$ cat src/rtl/core/tkslp_pkg.sv
// Shared types and constants for the two-key short/long press classifier.
`default_nettype none

package tkslp_pkg;

    // Configuration port geometry and register map.
    localparam int unsigned APB_ADDR_W = 3;
    localparam int unsigned APB_DATA_W = 32;
    localparam logic REG_IDX_LONG_PRESS = 1'b0;
    localparam logic [15:0] LONG_PRESS_RESET = 16'd800;

    // Stream payload widths.
    localparam int unsigned SCAN_DATA_W = 40;
    localparam int unsigned EVENT_DATA_W = 8;

    // Press event codes.
    localparam logic [2:0] EV_NONE      = 3'd0;
    localparam logic [2:0] EV_ONE_SHORT = 3'd1;
    localparam logic [2:0] EV_ONE_LONG  = 3'd2;
    localparam logic [2:0] EV_TWO_SHORT = 3'd3;
    localparam logic [2:0] EV_TWO_LONG  = 3'd4;

    // Classifier phase. The unused code behaves as idle.
    typedef enum logic [1:0] {
        PH_IDLE  = 2'd0,
        PH_JUDGE = 2'd1,
        PH_WAIT  = 2'd2
    } t_phase;

    // One scan, as unpacked from the input stream.
    typedef struct packed {
        logic [31:0] now_ticks;
        logic        key_two_fell;
        logic        key_one_fell;
        logic        key_two_level;
        logic        key_one_level;
    } t_scan;

endpackage

`default_nettype wire

$ cat src/rtl/core/two_key_short_long_press_classifier.sv
// Top level of the two-key short/long press classifier.
//
// The input stream carries one scan per item: both active-low key levels,
// the falling-edge flags seen since the previous scan and the current 32-bit
// tick count. For every scan the block returns exactly one item on the output
// stream holding a press event code: none, key one short or long, key two
// short or long.
//
// An accepted scan lands in an input register. From there the phase machine
// classifies it combinationally and the event goes into the output register
// as soon as that register is empty or being emptied. A new scan can be
// accepted every cycle while the receiver takes events; the sustained rate
// is then one item per clock.
//
// When the receiver stalls, the output register holds its event, the input
// register fills with the next scan, and only then does the input stop taking
// items; nothing is dropped. Synchronous reset empties both registers, clears
// the pending flags and start times, puts the machine in idle and loads the
// threshold with 800 ticks. The user writes the threshold over the APB port
// at address 0 while the block is idle; the block does not enforce this.
`default_nettype none

module two_key_short_long_press_classifier (
    input  wire logic                             i_clk,
    input  wire logic                             i_rst_n,
    // Scan stream.
    input  wire logic                             i_s_axis_tvalid,
    output logic                                  o_s_axis_tready,
    // Bits from the lowest: key_one_level, key_two_level, key_one_fell,
    // key_two_fell, now_ticks[31:0], four zero bits.
    input  wire logic [tkslp_pkg::SCAN_DATA_W-1:0] i_s_axis_tdata,
    // Event stream.
    output logic                                  o_m_axis_tvalid,
    input  wire logic                             i_m_axis_tready,
    // Bits from the lowest: press_event[2:0], five zero bits.
    output logic      [tkslp_pkg::EVENT_DATA_W-1:0] o_m_axis_tdata,
    // Configuration port.
    input  wire logic                             psel,
    input  wire logic                             penable,
    input  wire logic                             pwrite,
    input  wire logic [tkslp_pkg::APB_ADDR_W-1:0] paddr,
    input  wire logic [tkslp_pkg::APB_DATA_W-1:0] pwdata,
    output logic      [tkslp_pkg::APB_DATA_W-1:0] prdata,
    output logic                                  pready
);
    import tkslp_pkg::*;

    logic        r_in_valid;
    t_scan       r_in_scan;
    logic        r_out_valid;
    logic [2:0]  r_out_event;

    logic        adv;
    logic [2:0]  event_code;
    logic [15:0] long_press_ticks;

    // The scan in the input register moves on whenever the output register
    // is empty or being emptied this cycle.
    assign adv             = r_in_valid && (!r_out_valid || i_m_axis_tready);
    assign o_s_axis_tready = !r_in_valid || adv;

    always_ff @(posedge i_clk) begin
        if (!i_rst_n) begin
            r_in_valid <= 1'b0;
        end else if (o_s_axis_tready) begin
            r_in_valid <= i_s_axis_tvalid;
        end
    end

    always_ff @(posedge i_clk) begin
        if (o_s_axis_tready && i_s_axis_tvalid) begin
            r_in_scan <= i_s_axis_tdata[35:0];
        end
    end

    always_ff @(posedge i_clk) begin
        if (!i_rst_n) begin
            r_out_valid <= 1'b0;
        end else if (adv) begin
            r_out_valid <= 1'b1;
        end else if (i_m_axis_tready) begin
            r_out_valid <= 1'b0;
        end
    end

    always_ff @(posedge i_clk) begin
        if (adv) begin
            r_out_event <= event_code;
        end
    end

    assign o_m_axis_tvalid = r_out_valid;
    assign o_m_axis_tdata  = {{(EVENT_DATA_W-3){1'b0}}, r_out_event};

    tkslp_cfg u_cfg (
        .i_clk              (i_clk),
        .i_rst_n            (i_rst_n),
        .psel               (psel),
        .penable            (penable),
        .pwrite             (pwrite),
        .paddr              (paddr),
        .pwdata             (pwdata),
        .prdata             (prdata),
        .pready             (pready),
        .o_long_press_ticks (long_press_ticks)
    );

    tkslp_fsm u_fsm (
        .i_clk              (i_clk),
        .i_rst_n            (i_rst_n),
        .i_adv              (adv),
        .i_scan             (r_in_scan),
        .i_long_press_ticks (long_press_ticks),
        .o_event            (event_code)
    );

endmodule

`default_nettype wire

$ cat src/rtl/core/tkslp_cfg.sv
// APB register block holding the long-press threshold.
`default_nettype none

module tkslp_cfg (
    input  wire logic                              i_clk,
    input  wire logic                              i_rst_n,
    input  wire logic                              psel,
    input  wire logic                              penable,
    input  wire logic                              pwrite,
    input  wire logic [tkslp_pkg::APB_ADDR_W-1:0]  paddr,
    input  wire logic [tkslp_pkg::APB_DATA_W-1:0]  pwdata,
    output logic      [tkslp_pkg::APB_DATA_W-1:0]  prdata,
    output logic                                   pready,
    output logic      [15:0]                       o_long_press_ticks
);
    import tkslp_pkg::*;

    logic [15:0] r_long_press_ticks;
    logic        hit;

    assign hit = (paddr[2] == REG_IDX_LONG_PRESS);

    always_ff @(posedge i_clk) begin
        if (!i_rst_n) begin
            r_long_press_ticks <= LONG_PRESS_RESET;
        end else if (psel && penable && pwrite && hit) begin
            r_long_press_ticks <= pwdata[15:0];
        end
    end

    assign pready = 1'b1;
    assign prdata = hit ? {{(APB_DATA_W-16){1'b0}}, r_long_press_ticks} : '0;
    assign o_long_press_ticks = r_long_press_ticks;

endmodule

`default_nettype wire

$ cat src/rtl/core/tkslp_fsm.sv
// Phase machine, pending flags and start times; classifies one scan per cycle while i_adv is high.
`default_nettype none

module tkslp_fsm (
    input  wire logic             i_clk,
    input  wire logic             i_rst_n,
    input  wire logic             i_adv,
    input  wire tkslp_pkg::t_scan i_scan,
    input  wire logic [15:0]      i_long_press_ticks,
    output logic      [2:0]       o_event
);
    import tkslp_pkg::*;

    t_phase      r_phase, n_phase;
    logic        r_one_pend, n_one_pend;
    logic        r_two_pend, n_two_pend;
    logic [31:0] r_one_start, n_one_start;
    logic [31:0] r_two_start, n_two_start;

    logic        one_pend, two_pend;
    logic [31:0] one_elapsed, two_elapsed;
    logic        one_long, two_long;

    always_ff @(posedge i_clk) begin
        if (!i_rst_n) begin
            r_phase     <= PH_IDLE;
            r_one_pend  <= 1'b0;
            r_two_pend  <= 1'b0;
            r_one_start <= '0;
            r_two_start <= '0;
        end else if (i_adv) begin
            r_phase     <= n_phase;
            r_one_pend  <= n_one_pend;
            r_two_pend  <= n_two_pend;
            r_one_start <= n_one_start;
            r_two_start <= n_two_start;
        end
    end

    // Edge events of this scan join the flags before the phase logic looks at them.
    assign one_pend    = r_one_pend | i_scan.key_one_fell;
    assign two_pend    = r_two_pend | i_scan.key_two_fell;
    assign one_elapsed = i_scan.now_ticks - r_one_start;
    assign two_elapsed = i_scan.now_ticks - r_two_start;
    assign one_long    = (one_elapsed >= {16'd0, i_long_press_ticks});
    assign two_long    = (two_elapsed >= {16'd0, i_long_press_ticks});

    always_comb begin
        n_phase     = r_phase;
        n_one_pend  = one_pend;
        n_two_pend  = two_pend;
        n_one_start = r_one_start;
        n_two_start = r_two_start;
        o_event     = EV_NONE;
        unique case (r_phase)
            PH_JUDGE: begin
                // Key one wins whenever its flag is up.
                if (one_pend) begin
                    if (i_scan.key_one_level) begin
                        o_event = EV_ONE_SHORT;
                    end else if (one_long) begin
                        o_event = EV_ONE_LONG;
                    end
                    if (i_scan.key_one_level || one_long) begin
                        n_one_pend = 1'b0;
                        n_phase    = PH_WAIT;
                    end
                end else if (two_pend) begin
                    if (i_scan.key_two_level) begin
                        o_event = EV_TWO_SHORT;
                    end else if (two_long) begin
                        o_event = EV_TWO_LONG;
                    end
                    if (i_scan.key_two_level || two_long) begin
                        n_two_pend = 1'b0;
                        n_phase    = PH_WAIT;
                    end
                end
            end
            PH_WAIT: begin
                if (i_scan.key_one_level && i_scan.key_two_level) begin
                    n_phase = PH_IDLE;
                end
            end
            default: begin
                // Idle, and the unused code, which behaves as idle.
                if (one_pend || two_pend) begin
                    n_phase = PH_JUDGE;
                    if (one_pend) begin
                        n_one_start = i_scan.now_ticks;
                    end
                    if (two_pend) begin
                        n_two_start = i_scan.now_ticks;
                    end
                end else begin
                    n_phase = PH_IDLE;
                end
            end
        endcase
    end

endmodule

`default_nettype wire
$ cat config.mk
export PLATFORM = sky130hd
export DESIGN_NAME = two_key_short_long_press_classifier
export DESIGN_NICKNAME = d
export VERILOG_FILES = /design/src/rtl/core/tkslp_pkg.sv /design/src/rtl/core/two_key_short_long_press_classifier.sv /design/src/rtl/core/tkslp_cfg.sv /design/src/rtl/core/tkslp_fsm.sv
export SDC_FILE = /design/constraint.sdc
export NUM_CORES = 1
export LEC_CHECK = 0
export BUFFER_PORTS_ARGS = -buffer_cell sky130_fd_sc_hd__buf_2
export CAP_MARGIN = 20
export CORE_MARGIN = 10
export CORE_UTILIZATION = 50
export CTS_CLUSTER_DIAMETER = 50
export DETAILED_ROUTE_END_ITERATION = 16
export HOLD_SLACK_MARGIN = 0.03
export MAX_ROUTING_LAYER = met4
export PLACE_DENSITY = 0.78
export SLEW_MARGIN = 20
export SYNTH_ARGS = -nofsm -noshare
export SYNTH_HDL_FRONTEND = slang
export SYNTH_SLANG_ARGS = --single-unit
$ cat constraint.sdc
create_clock -name i_clk -period 6 [get_ports i_clk]
set_clock_uncertainty 0.15 [all_clocks]
set_input_delay 0.6 -clock i_clk [delete_from_list [all_inputs] [get_ports i_clk]]
set_output_delay 0.6 -clock i_clk [all_outputs]
set_load 0.05 [all_outputs]
After elaboration in Yosys (flattened, before gate mapping)

Index checks and enable logic that the tools add are counted.

Bits in registers: 125
Input port bits: 82
Output and inout port bits: 43
Logic and storage cells: 69

$add $sub $neg: 2
$lt $le $gt $ge: 2
Eq/ne operators: 6
Mux-type cells: 23
Bitwise operators: 4
Reduce and logical (&&, ||, !) cells: 18

Operator list:

| operator             | number |
|---|---|
| $ge A32 B16 Y1       | 2 |
| $sub A32 B32 Y32     | 2 |
| $mux W16             | 1 |
| $mux W3              | 5 |
| $mux W2              | 6 |
| $mux W1              | 10 |
| $reduce_and A4 Y1    | 2 |
| $logic_and A1 B1 Y1  | 6 |
| $ne A3 B1 Y1 const B | 2 |
| $logic_or A1 B1 Y1   | 5 |
| $reduce_and A5 Y1    | 1 |
| $pmux W2 S2          | 1 |
| $ne A3 B3 Y1 const B | 1 |
| $eq A2 B1 Y1 const B | 1 |
| $eq A2 B2 Y1 const B | 1 |
| $logic_not A1 Y1     | 2 |
| $ne A2 B1 Y1 const B | 1 |
| $not A1 Y1           | 2 |
| $or A1 B1 Y1         | 2 |
| $reduce_bool A2 Y1   | 1 |
| $reduce_or A2 Y1     | 1 |

Depth between registers and ports, before layout

Depth after elaboration: 7
Depth in mapped cells: 22
Depth with buffers taken out: 22

Cells and area by module

A second synthesis with hierarchy kept.

Cells, all modules: 1258
Area total of the unflattened synthesis: 10049.6 um^2

By module, submodules not included:

| module                              | times used | cells an instance | area each (um^2) | sequential area each (um^2) |
|---|---|---|---|---|
| tkslp_fsm                           | 1          | 1098              | 7811.2           | 1361.3 |
| two_key_short_long_press_classifier | 1          | 54                | 1316.3           | 1211.2 |
| tkslp_cfg                           | 1          | 106               | 922.1            | 320.3 |

Least setup slack after synthesis

No wires, ideal clock.

Path type: reg-to-reg
Start point: register r_in_scan[5] (netlist name)
End point: register r_out_event[1], data pin
Setup time: 0.253 ns
Arrival: 4.249 ns
Data required time: 5.597 ns
Setup slack: 1.348 ns
Stages on the path, launching flop included: 21
Clock period less this slack: 4.652 ns
Cell sequence: edfxtp_1 ha_1 nor2b_1 o2111ai_1 a31o_1 nand2b_1 a21o_2 a221oi_1 xnor2_1 ha_1 a21o_1 a21o_1 a211oi_1 o22ai_1 a2111o_1 nor4_1 nand4_1 or4_4 nor4_4 nand2b_1 nand2_1

Word-level cells in the longest chain between the ends: 5

RTL lines:

| item                   | line                                      | RTL |
|---|---|---|
| start, declared        | two_key_short_long_press_classifier.sv:49 | `t_scan r_in_scan;` |
| start signal, assigned | two_key_short_long_press_classifier.sv:72 | `r_in_scan <= i_s_axis_tdata[35:0];` |
| $sub A32 B32 Y32       | tkslp_fsm.sv:43                           | `assign one_elapsed = i_scan.now_ticks - r_one_start;` |
| $ge A32 B16 Y1         | tkslp_fsm.sv:45                           | `assign one_long = (one_elapsed >= {16'd0, i_long_press_ticks});` |
| $mux W2                | tkslp_fsm.sv:61                           | `end else if (one_long) begin` |
| $mux W3                | tkslp_fsm.sv:59                           | `if (i_scan.key_one_level) begin` |
| $mux W3                | tkslp_fsm.sv:58                           | `if (one_pend) begin` |
| end signal, assigned   | two_key_short_long_press_classifier.sv:88 | `r_out_event <= event_code;` |
| end, declared          | two_key_short_long_press_classifier.sv:51 | `logic [2:0] r_out_event;` |

Every way passes these cells.
A chain may end at the register's enable or synchronous reset.

Final worst setup path

Ends and elaborated chain as after synthesis.

==> flow_summary.toml <==
[status]
status = "completed"

[pwr]
switching_share_pct = 31.83
intPower_mw = 1.862
power_density_mw_per_mm2 = 258.4
power.switching_mw = 0.8695
total_power_mw = 2.732
comb_power_share_pct = 24.9
ir_drop_mv = 0.2058
leakage_nw = 4.123
pwr-share-clk_pct = 40.5
seq_power_share_pct = 34.6

[clock_tree]
postCtsSetupBuffers = 0
cts_max_level = 4
clock_latency_ns = 0.43
cts_tree = "yes"
path_clk_slew_ns = 0.06
cts.sinks = 125
clockBufferDepth = 2
root_buffer = "clkbuf_16"
post_cts_resized = 0
holdBufCountCts = 0
numCtsBuffers = 17

[sta]
finalCriticalPeriod_ns = 5.486
max_freq_mhz = 182.3
hold_viol = 0
rsz0062_at_grt = "false"
tns_ns = 0
drv_slew = 0
setup-violations-final = 0
slew_headroom_pct = 40.87
worst-slew-pin-transition_ns = 0.8870
finalCritPeriodShare_pct = 91.43

[place]
gp_congestion = 0.9301
dp_hpwl_um = 18900
portBuffers = 80

[synthesis]
synth_area_per_cell_um2 = 8.062
synthCells = 1187
synth_edf_count = 39
ys_async_sr_fraction_pct = 0
ys_ff_latch = 125
ys_warn_count = 0
synth_area_leader_cell = "dfxtp_1"
seq_area_frac_synth_pct = 30.23
synth_cell_type_count = 83
ys.flop_type = "dfxtp_1"
yosysTopAreaCellShare_pct = 17.99
synthTopCellsByArea = "dfxtp_1 18%, ha_1 13%, edfxtp_1 12%"
syn_area_mm2 = 0.009569

[finish]
synthToLayoutAreaGrowth_pct = 10.50
layout-drive-gt1-share_pct = 11.37
nNetsFinal = 1417
ff_latch_area_mm2 = 0.002893
nFillCells = 1730
multiInputGateArea_mm2 = 0.005972
n_antenna_cell = 0

[floorplanning]
start_util_pct = 50.99
pin_count = 125
dieArea_mm2 = 0.02507
rows = 50
core_mm2 = 0.01877
fp.dieH_um = 158.3
die-width_um = 158.3

[worst_setup_path]
worstSetupPathType = "reg -> reg"
slowest_delay_ns = 0.46
path_cells = "ha_1 -> nor2b_1 -> o2111ai_1 -> a31o_1 -> nand2b_1 -> a21o_2 -> a221oi_1 -> xnor2_1 -> ha_1 -> a21o_1 -> a21o_1 -> a211oi_1 -> o22ai_1 -> a2111o_1 -> nor4_1 -> nand4_1 -> or4_4 -> nor4_4 -> nand2b_1 -> nand2_1"
startpoint_type = "flip-flop"
path_max_fanout = 5
cpMaxStageDelayCell = "edfxtp_1"
r2r_end = "r_out_event[1]"
cp-end-kind = "flip-flop"
reg2reg_depth = 20
crit_required_ns = 6.03
cp.arrival_ns = 5.52
reg2reg_from = "r_in_scan[5]"
rrSetupSlack_ns = 0.51

[global_routing]
grt_overflow = 0
grt_start_max_net_pins = 89
gr-usage-all-layers_pct = 20.39
grt_antenna_before_repair = 0
first_global_vias = 8000
grt_first_pass_wirelength_um = 40190

[routing]
drc = 0
wl_per_cell_um = 16.88
via_per_inst = 5.784
drt_iter0_markers = 593
vias = 8578
finalWirelength_um = 25030
ant_nets = 0
first_pass_iters = 5

[min_path]
hold_path.class = "in -> reg"
whs_path_depth = 1
min-delay-start = "i_s_axis_tdata[24]"
holdPathEnd = "r_in_scan[24]"

[flow_run]
drv_cap = 0
worst max-delay path: cells and delay by family (launching register included):
| kind | cells | cell delay [ns] |
|---|---|---|
| fa+ha+maj | 2 | 0.59 |
| flops | 1 | 0.46 |
| simple gates | 8 | 1.49 |
| compound gates | 9 | 2.36 |
| xor+xnor | 1 | 0.17 |
cell type report:
class | count | area share (%)
Tap cell | 234 | 2.769
Clock buffer | 17 | 4.023
Multi-Input combinational cell | 911 | 56.48
Sequential cell | 125 | 27.36
Timing Repair Buffer | 85 | 4.142
Clock inverter | 15 | 1.822
Inverter | 96 | 3.408
layer usage:
| metal | global-route usage, % | share of wire [%] | vias up |
|---|---|---|---|
| li1 | - | - | 4255 |
| met1 | 27.12 | 48 | 4013 |
| met2 | 30.67 | 44 | 269 |
| met3 | 3.265 | 6.0 | 41 |
| met4 | 7.587 | 2.4 | 0 |
| met5 | - | 0 | - |
Yosys cell counts, types with 15 or more instances:
| master | count |
|---|---|
| a21boi_0 | 80 |
| a21o_1 | 22 |
| a21oi_1 | 76 |
| buf_4 | 22 |
| clkbuf_1 | 43 |
| dfxtp_1 | 86 |
| edfxtp_1 | 39 |
| ha_1 | 97 |
| inv_1 | 96 |
| nand2_1 | 223 |
| nand2b_1 | 17 |
| nand3_1 | 18 |
| nand4_1 | 27 |
| nor2_1 | 48 |
| o211ai_1 | 19 |
| o21a_1 | 15 |
| o21ai_0 | 29 |
| xnor2_1 | 21 |
how the worst max path moves through the flow:
| stage | start | end | slack [ns] | depth (start not counted) |
|---|---|---|---|---|
| after CTS | r_in_scan[5] | r_out_event[1] | 0.53 | 20 |
| after global routing | r_in_scan[5] | r_out_event[1] | 0.27 | 20 |
| final | r_in_scan[5] | r_out_event[1] | 0.51 | 20 |
| after global placement | r_in_scan[5] | r_out_event[1] | 0.67 | 20 |
| after detailed placement | r_in_scan[5] | r_out_event[1] | 0.57 | 20 |
| after floorplan | r_in_scan[5] | r_out_event[1] | 1.35 | 20 |
placed cells by master, fill, tap and decap left out, types with 7 or more instances in the layout:
master / n
nor2_1: 46
nor3_1: 14
o2111ai_1: 9
clkbuf_16: 17
edfxtp_1: 39
a21oi_1: 76
nand2_1: 223
inv_1: 96
a211oi_1: 9
dfxtp_1: 86
a31oi_1: 7
and3_1: 7
buf_2: 80
o21ai_1: 12
a21boi_0: 80
conb_1: 22
nand3_1: 18
nor2b_1: 12
o211ai_1: 19
o21ai_0: 29
a21o_1: 22
ha_1: 97
mux2i_1: 9
xnor2_1: 21
xor2_1: 14
nand4_1: 27
o21a_1: 15
nand2b_1: 17
cell families after synthesis:
kind of cell | count (synthesis) | synth area share, %
buffers and inverters | 171 | 8.211
and+or+nand+nor | 403 | 19.34
xor gates and xnor gates | 35 | 3.204
AOI/OAI and AO/OA | 340 | 24.42
other | 2 | 0.07848
DFF | 125 | 30.23
muxes | 12 | 1.412
adders and majority gates | 99 | 13.10
sequential cells by signal (all words and copies together), names as in the netlist:
signal and cells:
o_m_axis_tvalid 1, r_in_scan 36, r_in_valid 1, r_out_event 3, u_cfg.o_long_press_ticks 16, u_fsm.r_one_pend 1, u_fsm.r_one_start 32, u_fsm.r_phase 2
u_fsm.r_two_pend 1, u_fsm.r_two_start 32
power by group through the flow:
stage / clock network, mW / registers, mW / logic [mW]
floorplan: 0 / 0.955 / 0.524
global placement: 0 / 0.960 / 0.652
CTS: 1.12 / 0.944 / 0.672
global route: 1.16 / 0.949 / 0.753
finish: 1.11 / 0.945 / 0.681
detailed placement: 0 / 0.962 / 0.664
through the flow:
step / utilization (%) / area [µm²] / setup slack [ns] / hold WS, ns / std cells
CTS: 56.34 / 10570 / 0.5327 / 0.1792 / 1483
global route: 56.34 / 10570 / 0.2656 / 0.1820 / 1483
detailed placement: 53.05 / 9956 / 0.5740 / 0.3086 / 1451
global placement: 53.05 / 9956 / 0.6725 / 0.3016 / 1451
floorplan: - / 9644 / 1.348 / 0.2934 / 1207
finish: 56.34 / 10570 / 0.5145 / 0.1905 / 1483
(Power assumes the default switching activity.)
